### src/c8df_pkg.sv
// ----------------------------------------------------------------------------
// c8df_pkg - shared definitions for the CRC-8 packet deframer
// Phase and event codes, configuration indexes, reset values, CRC-8 update.
// ----------------------------------------------------------------------------
`default_nettype none

package c8df_pkg;

  // Field widths
  localparam int unsigned BYTE_W     = 8;
  localparam int unsigned TICKS_W    = 16;
  localparam int unsigned EVENT_W    = 2;
  localparam int unsigned CFG_IDX_W  = 1;
  localparam int unsigned CFG_DATA_W = 16;

  // Input opcodes
  localparam logic OP_BYTE = 1'b0;
  localparam logic OP_TICK = 1'b1;

  // Configuration register indexes
  localparam logic [CFG_IDX_W-1:0] CFG_START_BYTE = 1'b0;
  localparam logic [CFG_IDX_W-1:0] CFG_TIMEOUT    = 1'b1;

  // Configuration reset values
  localparam logic [BYTE_W-1:0]  START_BYTE_RST = 8'hD5;
  localparam logic [TICKS_W-1:0] TIMEOUT_RST    = 16'd1000;

  // Reflected Dallas/Maxim polynomial
  localparam logic [BYTE_W-1:0] CRC_POLY_REFL = 8'h8C;

  typedef enum logic [1:0] {
    PH_IDLE = 2'd0,
    PH_LEN  = 2'd1,
    PH_PAY  = 2'd2,
    PH_CRC  = 2'd3
  } phase_e;

  typedef enum logic [EVENT_W-1:0] {
    EV_PAYLOAD = 2'd0,
    EV_GOOD    = 2'd1,
    EV_CRCERR  = 2'd2,
    EV_TIMEOUT = 2'd3
  } event_e;

  // One byte folded into a reflected CRC-8, LSB first
  function automatic logic [BYTE_W-1:0] crc8_update(input logic [BYTE_W-1:0] crc,
                                                    input logic [BYTE_W-1:0] data);
    logic [BYTE_W-1:0] v;
    v = crc ^ data;
    for (int i = 0; i < BYTE_W; i++) begin
      if (v[0]) begin
        v = (v >> 1) ^ CRC_POLY_REFL;
      end else begin
        v = v >> 1;
      end
    end
    return v;
  endfunction

endpackage

`default_nettype wire

### src/c8df_if.sv
// ----------------------------------------------------------------------------
// c8df_if - request channels of the CRC-8 packet deframer
// Input channel (byte or tick) and result channel, valid/ready handshake.
// ----------------------------------------------------------------------------
`default_nettype none

interface c8df_in_if;
  logic                          valid;
  logic                          ready;
  logic                          opcode;
  logic [c8df_pkg::BYTE_W-1:0]   rx_byte;

  modport source (output valid, output opcode, output rx_byte, input ready);
  modport sink   (input valid, input opcode, input rx_byte, output ready);
endinterface

interface c8df_out_if;
  logic                          valid;
  logic                          ready;
  logic [c8df_pkg::EVENT_W-1:0]  event_res;
  logic [c8df_pkg::BYTE_W-1:0]   payload;

  modport source (output valid, output event_res, output payload, input ready);
  modport sink   (input valid, input event_res, input payload, output ready);
endinterface

`default_nettype wire

### src/crc8_packet_deframer_top.sv
// ----------------------------------------------------------------------------
// crc8_packet_deframer_top - length-prefixed packet deframer with CRC-8 check
// Start byte, length byte, payload bytes, CRC byte; idle-tick timeout.
// ----------------------------------------------------------------------------
//  Channel   Dir  Handshake     Payload
//  rx_i      in   valid/ready   opcode, rx_byte
//  res_o     out  valid/ready   event_res, payload
//  cfg_*     in   write enable  cfg_idx_i, cfg_data_i
//
//  One request per cycle; any result of a request is written into the result register.
//  Requests are taken while the result register is empty or being drained.
//  The frame state and the CRC update sit between input and result register.
//  Reset clears phase, counters and the result valid; config returns to defaults.
// ----------------------------------------------------------------------------
`default_nettype none

module crc8_packet_deframer_top (
  input  wire logic                              clk_i,
  input  wire logic                              rst_ni,
  c8df_in_if.sink                                rx_i,
  c8df_out_if.source                             res_o,
  input  wire logic                              cfg_we_i,
  input  wire logic [c8df_pkg::CFG_IDX_W-1:0]    cfg_idx_i,
  input  wire logic [c8df_pkg::CFG_DATA_W-1:0]   cfg_data_i
);

  // Configuration registers
  logic [c8df_pkg::BYTE_W-1:0]  start_byte_q;
  logic [c8df_pkg::TICKS_W-1:0] timeout_q;

  // Frame state
  c8df_pkg::phase_e             phase_q, phase_d;
  logic [c8df_pkg::BYTE_W-1:0]  remaining_q, remaining_d;
  logic [c8df_pkg::BYTE_W-1:0]  crc_q, crc_d;
  logic [c8df_pkg::TICKS_W-1:0] ticks_q, ticks_d;

  // Result register
  logic                         res_valid_q, res_valid_d;
  c8df_pkg::event_e             res_event_q, res_event_d;
  logic [c8df_pkg::BYTE_W-1:0]  res_payload_q, res_payload_d;

  logic                         in_fire;
  logic                         is_tick;
  logic [c8df_pkg::TICKS_W-1:0] ticks_inc;
  logic                         tick_expire;
  logic [c8df_pkg::BYTE_W-1:0]  crc_next;

  assign rx_i.ready = !res_valid_q || res_o.ready;
  assign in_fire    = rx_i.valid && rx_i.ready;
  assign is_tick    = (rx_i.opcode == c8df_pkg::OP_TICK);

  // Saturating idle-tick count and timeout compare
  assign ticks_inc   = (ticks_q == '1) ? ticks_q : ticks_q + 1'b1;
  assign tick_expire = (ticks_inc > timeout_q);

  assign crc_next = c8df_pkg::crc8_update(crc_q, rx_i.rx_byte);

  // Configuration writes
  always_ff @(posedge clk_i or negedge rst_ni) begin
    if (!rst_ni) begin
      start_byte_q <= c8df_pkg::START_BYTE_RST;
      timeout_q    <= c8df_pkg::TIMEOUT_RST;
    end else if (cfg_we_i) begin
      unique case (cfg_idx_i)
        c8df_pkg::CFG_START_BYTE: start_byte_q <= cfg_data_i[c8df_pkg::BYTE_W-1:0];
        c8df_pkg::CFG_TIMEOUT:    timeout_q    <= cfg_data_i;
        default: ;
      endcase
    end
  end

  // Next frame state
  always_comb begin
    phase_d     = phase_q;
    remaining_d = remaining_q;
    crc_d       = crc_q;
    ticks_d     = ticks_q;
    if (in_fire) begin
      if (is_tick) begin
        if (phase_q != c8df_pkg::PH_IDLE) begin
          if (tick_expire) begin
            phase_d = c8df_pkg::PH_IDLE;
            ticks_d = '0;
          end else begin
            ticks_d = ticks_inc;
          end
        end
      end else begin
        ticks_d = '0;
        unique case (phase_q)
          c8df_pkg::PH_IDLE: begin
            if (rx_i.rx_byte == start_byte_q) begin
              phase_d = c8df_pkg::PH_LEN;
            end
          end
          c8df_pkg::PH_LEN: begin
            remaining_d = rx_i.rx_byte;
            crc_d       = '0;
            phase_d     = c8df_pkg::PH_PAY;
          end
          c8df_pkg::PH_PAY: begin
            crc_d       = crc_next;
            remaining_d = remaining_q - 1'b1;
            // a count of one left (or zero meaning 256 wrapped down) ends payload
            if (remaining_q == c8df_pkg::BYTE_W'(1)) begin
              phase_d = c8df_pkg::PH_CRC;
            end
          end
          c8df_pkg::PH_CRC: begin
            phase_d = c8df_pkg::PH_IDLE;
          end
          default: phase_d = c8df_pkg::PH_IDLE;
        endcase
      end
    end
  end

  // Next result
  always_comb begin
    res_valid_d   = res_valid_q && !res_o.ready;
    res_event_d   = res_event_q;
    res_payload_d = res_payload_q;
    if (in_fire) begin
      res_valid_d   = 1'b0;
      res_payload_d = '0;
      if (is_tick) begin
        if ((phase_q != c8df_pkg::PH_IDLE) && tick_expire) begin
          res_valid_d = 1'b1;
          res_event_d = c8df_pkg::EV_TIMEOUT;
        end
      end else begin
        unique case (phase_q)
          c8df_pkg::PH_PAY: begin
            res_valid_d   = 1'b1;
            res_event_d   = c8df_pkg::EV_PAYLOAD;
            res_payload_d = rx_i.rx_byte;
          end
          c8df_pkg::PH_CRC: begin
            res_valid_d = 1'b1;
            res_event_d = (crc_q == rx_i.rx_byte) ? c8df_pkg::EV_GOOD
                                                  : c8df_pkg::EV_CRCERR;
          end
          default: ;
        endcase
      end
    end
  end

  // State registers
  always_ff @(posedge clk_i or negedge rst_ni) begin
    if (!rst_ni) begin
      phase_q     <= c8df_pkg::PH_IDLE;
      remaining_q <= '0;
      crc_q       <= '0;
      ticks_q     <= '0;
      res_valid_q <= 1'b0;
    end else begin
      phase_q     <= phase_d;
      remaining_q <= remaining_d;
      crc_q       <= crc_d;
      ticks_q     <= ticks_d;
      res_valid_q <= res_valid_d;
    end
  end

  // Result payload, no reset needed
  always_ff @(posedge clk_i) begin
    res_event_q   <= res_event_d;
    res_payload_q <= res_payload_d;
  end

  assign res_o.valid     = res_valid_q;
  assign res_o.event_res = res_event_q;
  assign res_o.payload   = res_payload_q;

  // --------------------------------------------------------------------------
  // Assertions
  // --------------------------------------------------------------------------

  // no open frame means no pending idle ticks
  a_idle_no_ticks: assert property (@(posedge clk_i) disable iff (!rst_ni)
    phase_q == c8df_pkg::PH_IDLE |-> ticks_q == '0)
    else $error("idle tick count nonzero while no frame is open");

  // a received byte always clears the idle-tick count
  a_byte_clears_ticks: assert property (@(posedge clk_i) disable iff (!rst_ni)
    in_fire && !is_tick |=> ticks_q == '0)
    else $error("byte did not clear idle tick count");

  // a timeout result leaves the block idle
  a_timeout_idle: assert property (@(posedge clk_i) disable iff (!rst_ni)
    in_fire && is_tick && res_valid_d && res_event_d == c8df_pkg::EV_TIMEOUT
    |=> phase_q == c8df_pkg::PH_IDLE)
    else $error("timeout did not close the frame");

  // only payload events carry data
  a_payload_zero: assert property (@(posedge clk_i) disable iff (!rst_ni)
    res_valid_q && res_event_q != c8df_pkg::EV_PAYLOAD |-> res_payload_q == '0)
    else $error("non-payload result carries data");

  // input stalls only behind a stalled result
  a_stall_cause: assert property (@(posedge clk_i) disable iff (!rst_ni)
    !rx_i.ready |-> res_valid_q && !res_o.ready)
    else $error("input stalled without a pending result");

endmodule

`default_nettype wire

### src/flat_wrapper.sv
// flat-port wrapper written by rule: the top's interface ports become plain ports
module crc8_packet_deframer_top_flat 
  (clk_i, rst_ni, cfg_we_i, cfg_idx_i, cfg_data_i, rx_i_valid, rx_i_opcode, rx_i_rx_byte, rx_i_ready, res_o_valid, res_o_event_res, res_o_payload, res_o_ready);
  c8df_in_if rx_i_i ();
  c8df_out_if res_o_i ();
  input  wire logic clk_i;
  input  wire logic rst_ni;
  input  wire logic cfg_we_i;
  input  wire logic [c8df_pkg::CFG_IDX_W-1:0] cfg_idx_i;
  input  wire logic [c8df_pkg::CFG_DATA_W-1:0] cfg_data_i;
  input wire logic [$bits(rx_i_i.valid)-1:0] rx_i_valid;
  input wire logic [$bits(rx_i_i.opcode)-1:0] rx_i_opcode;
  input wire logic [$bits(rx_i_i.rx_byte)-1:0] rx_i_rx_byte;
  output wire logic [$bits(rx_i_i.ready)-1:0] rx_i_ready;
  output wire logic [$bits(res_o_i.valid)-1:0] res_o_valid;
  output wire logic [$bits(res_o_i.event_res)-1:0] res_o_event_res;
  output wire logic [$bits(res_o_i.payload)-1:0] res_o_payload;
  input wire logic [$bits(res_o_i.ready)-1:0] res_o_ready;
  assign rx_i_i.valid = rx_i_valid;
  assign rx_i_i.opcode = rx_i_opcode;
  assign rx_i_i.rx_byte = rx_i_rx_byte;
  assign rx_i_ready = rx_i_i.ready;
  assign res_o_valid = res_o_i.valid;
  assign res_o_event_res = res_o_i.event_res;
  assign res_o_payload = res_o_i.payload;
  assign res_o_i.ready = res_o_ready;
  crc8_packet_deframer_top u_core (.clk_i(clk_i), .rst_ni(rst_ni), .rx_i(rx_i_i), .res_o(res_o_i), .cfg_we_i(cfg_we_i), .cfg_idx_i(cfg_idx_i), .cfg_data_i(cfg_data_i));
endmodule
### config.mk
export PLATFORM = sky130hd
export DESIGN_NAME = crc8_packet_deframer_top_flat
export DESIGN_NICKNAME = d
export VERILOG_FILES = /design/src/c8df_pkg.sv /design/src/c8df_if.sv /design/src/crc8_packet_deframer_top.sv /design/src/flat_wrapper.sv
export SDC_FILE = /design/constraint.sdc
export NUM_CORES = 1
export LEC_CHECK = 0
export BUFFER_PORTS_ARGS = -buffer_cell sky130_fd_sc_hd__buf_4
export CAP_MARGIN = 20
export CORE_MARGIN = 2
export CORE_UTILIZATION = 32
export DETAILED_ROUTE_END_ITERATION = 12
export PLACE_DENSITY = 0.58
export SYNTH_ARGS = -nofsm -noshare
export SYNTH_HDL_FRONTEND = slang
export SYNTH_SLANG_ARGS = --single-unit
### constraint.sdc
create_clock -name clk_i -period 7.6 [get_ports clk_i]
set_clock_uncertainty 0.05 [all_clocks]
set_input_delay 1.14 -clock clk_i [delete_from_list [all_inputs] [get_ports clk_i]]
set_output_delay 1.14 -clock clk_i [all_outputs]
set_load 0.01 [all_outputs]
==> impl_metrics.json <==
{
  "rsz0062_at_grt": "false",
  "finalSetupTns_ns": 0,
  "nets": 512,
  "ios": 43,
  "die_w_um": 119,
  "fin_crit_ns": 4.10,
  "insertion_delay_ns": 0.34,
  "wl_per_cell_um": 14.7,
  "coreArea_um2": 12700,
  "drt-total-wl_um": 9330,
  "track_usage": 0.143,
  "r2r_cells": 12,
  "r2r_slack_ns": 3.50,
  "post_cts_buffers": 0,
  "max_freq_mhz": 244,
  "period_share": 0.539,
  "dr.pass1.iters": 4,
  "cts_buffers": 9,
  "antenna_left": 0,
  "dieArea_um2": 14100,
  "peakVddDrop_mv": 0.143,
  "rows": 41,
  "p_per_area_nw_per_um2": 295,
  "worst_pin_slew_ns": 1.03,
  "cts_resized": 0,
  "rr_startpoint": "u_core.ticks_q[0]",
  "yosys_register_bits": 69,
  "antenna_found_initial": 0,
  "critical_path_class": "flop to flop",
  "worstReg2RegEnd": "u_core.ticks_q[10]",
  "dp_hpwl_um": 6850,
  "async_reset_ff_frac": 0.855,
  "synth_flop_cell": "dfrtp_1",
  "syn_inst": 424,
  "via_per_inst": 5.09,
  "cts_sinks": 69,
  "start_util": 0.331,
  "synth_fp_nets": 478,
  "synth_area_um2": 4220,
  "ys_warn_count": 0,
  "cp-endpoint": "u_core.ticks_q[10]",
  "die_y_um": 119,
  "grt_pass1_vias": 3260,
  "cp_max_fo": 14,
  "grt_pass1_wl_um": 16100,
  "cap_violations": 0,
  "synth.distinct_cells": 53,
  "htreeDepth": 3,
  "gp_congestion": 0.823,
  "power_uw": 1460,
  "synth-seq-area-share": 0.425,
  "end_kind": "flop",
  "holdWs_ns": 0.448,
  "p_leak_uw": 0.00213,
  "vias": 3233,
  "min_path_type": "flop to flop",
  "finalHoldViolations": 0,
  "fillCellCount": 1307,
  "holdBufCountCts": 0,
  "areaGrowthSynthToFinish_pct": 17.4,
  "gr-total-overflow": 0,
  "startpoint_type": "flop",
  "portBuffers": 42,
  "critPathRequiredTime_ns": 7.79,
  "synth_edf_count": 10,
  "grt_start_max_net_pins": 60,
  "drc_errors": 0,
  "avgSynthCellArea_um2": 9.94,
  "antenna_cells": 0,
  "clkTransAtPathRegs_ns": 0.06,
  "cts.path.max_buffers": 2,
  "arrival_ns": 4.29,
  "cts_tree": "yes",
  "finalSetupViolCount": 0,
  "final_layout_size_suffix_gt1_frac": 0.238,
  "root_buffer": "clkbuf_16",
  "dr.first_iter.drc_count": 160,
  "crit_start": "u_core.ticks_q[0]",
  "slew_viol_final": 0,
  "status": "complete, no violations",
  "relSlewSlack": 0.312
}
## worst max-delay path: stages (launching register included)
cell      delay [ns]
dfrtp_1         0.47
ha_1            0.35
nand4_2         0.25
nor4_1          0.49
or3_1           0.23
xnor2_1         0.16
ha_1            0.28
a21oi_1         0.13
o21ai_0         0.09
a211o_1         0.34
a211oi_4        0.49
o21ai_2         0.36
o31ai_1         0.32
## flip-flops by register name (all words and copies together), names as in the netlist
signal                  cells
u_core.res_o.valid          1
u_core.res_o.event_res      2
u_core.remaining_q          8
u_core.timeout_q           16
u_core.res_o.payload        8
u_core.ticks_q             16
u_core.start_byte_q         8
u_core.crc_q                8
u_core.phase_q              2
## placed cells by master (no fill, tap or decap), types with 4 or more instances in the layout
cell / netlist / routed
a21oi_1: 25 / 25
a31oi_1: 4 / 4
and2_1: 12 / 12
and3_1: 4 / 4
buf_4: 0 / 42
clkbuf_16: 0 / 9
dfrtp_1: 48 / 48
dfstp_2: 11 / 11
edfxtp_1: 10 / 10
ha_1: 23 / 23
inv_1: 25 / 25
mux2_2: 26 / 26
nand2_1: 52 / 52
nand3_1: 12 / 12
nand4_1: 9 / 9
nor2_1: 13 / 13
nor3_1: 7 / 7
o211ai_2: 4 / 4
o21ai_0: 15 / 15
o21ai_1: 8 / 8
o221ai_1: 4 / 4
o22ai_1: 7 / 7
o31ai_1: 4 / 4
or3_1: 5 / 5
xnor2_1: 34 / 34
## routing by layer
layer | up-vias | wire, µm | global-route usage
li1 | 1584 | - | -
met1 | 1553 | 4080 | 0.177
met2 | 80 | 4590 | 0.238
met3 | 16 | 457 | 0.0367
met4 | 0 | 195 | 0.0521
met5 | - | 0 | 0
## layout make-up
| cell class | instances | area (µm²) | area share |
|---|---|---|---|
| Sequential cell | 69 | 1790 | 0.362 |
| Tap cell | 172 | 215 | 0.0435 |
| Clock inverter | 7 | 65.1 | 0.0131 |
| Timing Repair Buffer | 42 | 315 | 0.0637 |
| Multi-Input combinational cell | 311 | 2240 | 0.453 |
| Inverter | 25 | 93.8 | 0.0190 |
| Clock buffer | 9 | 225 | 0.0455 |
## worst min path at each step
stage                              startpoint             endpoint  depth (start not counted)
after floorplan               u_core.crc_q[2]      u_core.crc_q[2]                          2
after global placement        u_core.crc_q[2]      u_core.crc_q[2]                          2
after detailed placement      u_core.crc_q[2]      u_core.crc_q[2]                          2
after CTS                     u_core.crc_q[2]      u_core.crc_q[2]                          2
after global routing      u_core.timeout_q[4]  u_core.timeout_q[4]                          1
final                         u_core.crc_q[2]      u_core.crc_q[2]                          2
## synth_stat cells (3+ instances only)
| master | instances | area [µm²] |
|---|---|---|
| nand4_1 | 9 | 56.3 |
| dfrtp_1 | 48 | 1200 |
| ha_1 | 23 | 288 |
| and3_1 | 4 | 25.0 |
| o221ai_1 | 4 | 35.0 |
| o22ai_1 | 7 | 43.8 |
| nand3_1 | 12 | 60.1 |
| or3_1 | 5 | 31.3 |
| nor3b_1 | 3 | 22.5 |
| o2111ai_1 | 3 | 26.3 |
| buf_2 | 7 | 35.0 |
| o31ai_1 | 4 | 30.0 |
| dfstp_2 | 11 | 289 |
| edfxtp_1 | 10 | 300 |
| inv_1 | 25 | 93.8 |
| xnor2_1 | 34 | 298 |
| nor3_1 | 7 | 35.0 |
| o21ai_0 | 15 | 75.1 |
| mux2_2 | 26 | 293 |
| o21ai_1 | 8 | 40.0 |
| mux2i_1 | 3 | 30.0 |
| a31oi_1 | 4 | 25.0 |
| nand2_1 | 52 | 195 |
| clkbuf_1 | 11 | 41.3 |
| nor2b_1 | 3 | 18.8 |
| o211ai_2 | 4 | 50.1 |
| a21oi_1 | 25 | 125 |
| nor4_1 | 3 | 18.8 |
| nand4_2 | 3 | 37.5 |
| nor2_1 | 13 | 48.8 |
| and2_1 | 12 | 75.1 |
## cells by family after synthesis
kind of cell / synth area share
AND/OR/NAND/NOR: 0.170
multiplexers: 0.0766
buffers and inverters: 0.0430
XOR/XNOR: 0.0766
AO/OA/AOI/OAI: 0.141
adder cells (fa/ha/maj): 0.0683
flip-flops: 0.425
## through the flow
stage                     setup slack, ns  cells  instance area (µm²)   util
after detailed placement             3.53    619                 4660  0.366
after floorplan                      4.18    424                 4220      -
final                                3.50    635                 4950  0.389
after global routing                 3.18    635                 4950  0.389
after global placement               3.68    619                 4660  0.366
after CTS                            3.50    635                 4950  0.389
## report_power, final
| group | switching, µW | internal [µW] | leakage, µW |
|---|---|---|---|
| Sequential | 70.6 | 468 | 0.000828 |
| Clock | 159 | 252 | 0.000143 |
| Combinational | 276 | 237 | 0.00116 |
Power figures use the tool's default switching activity.
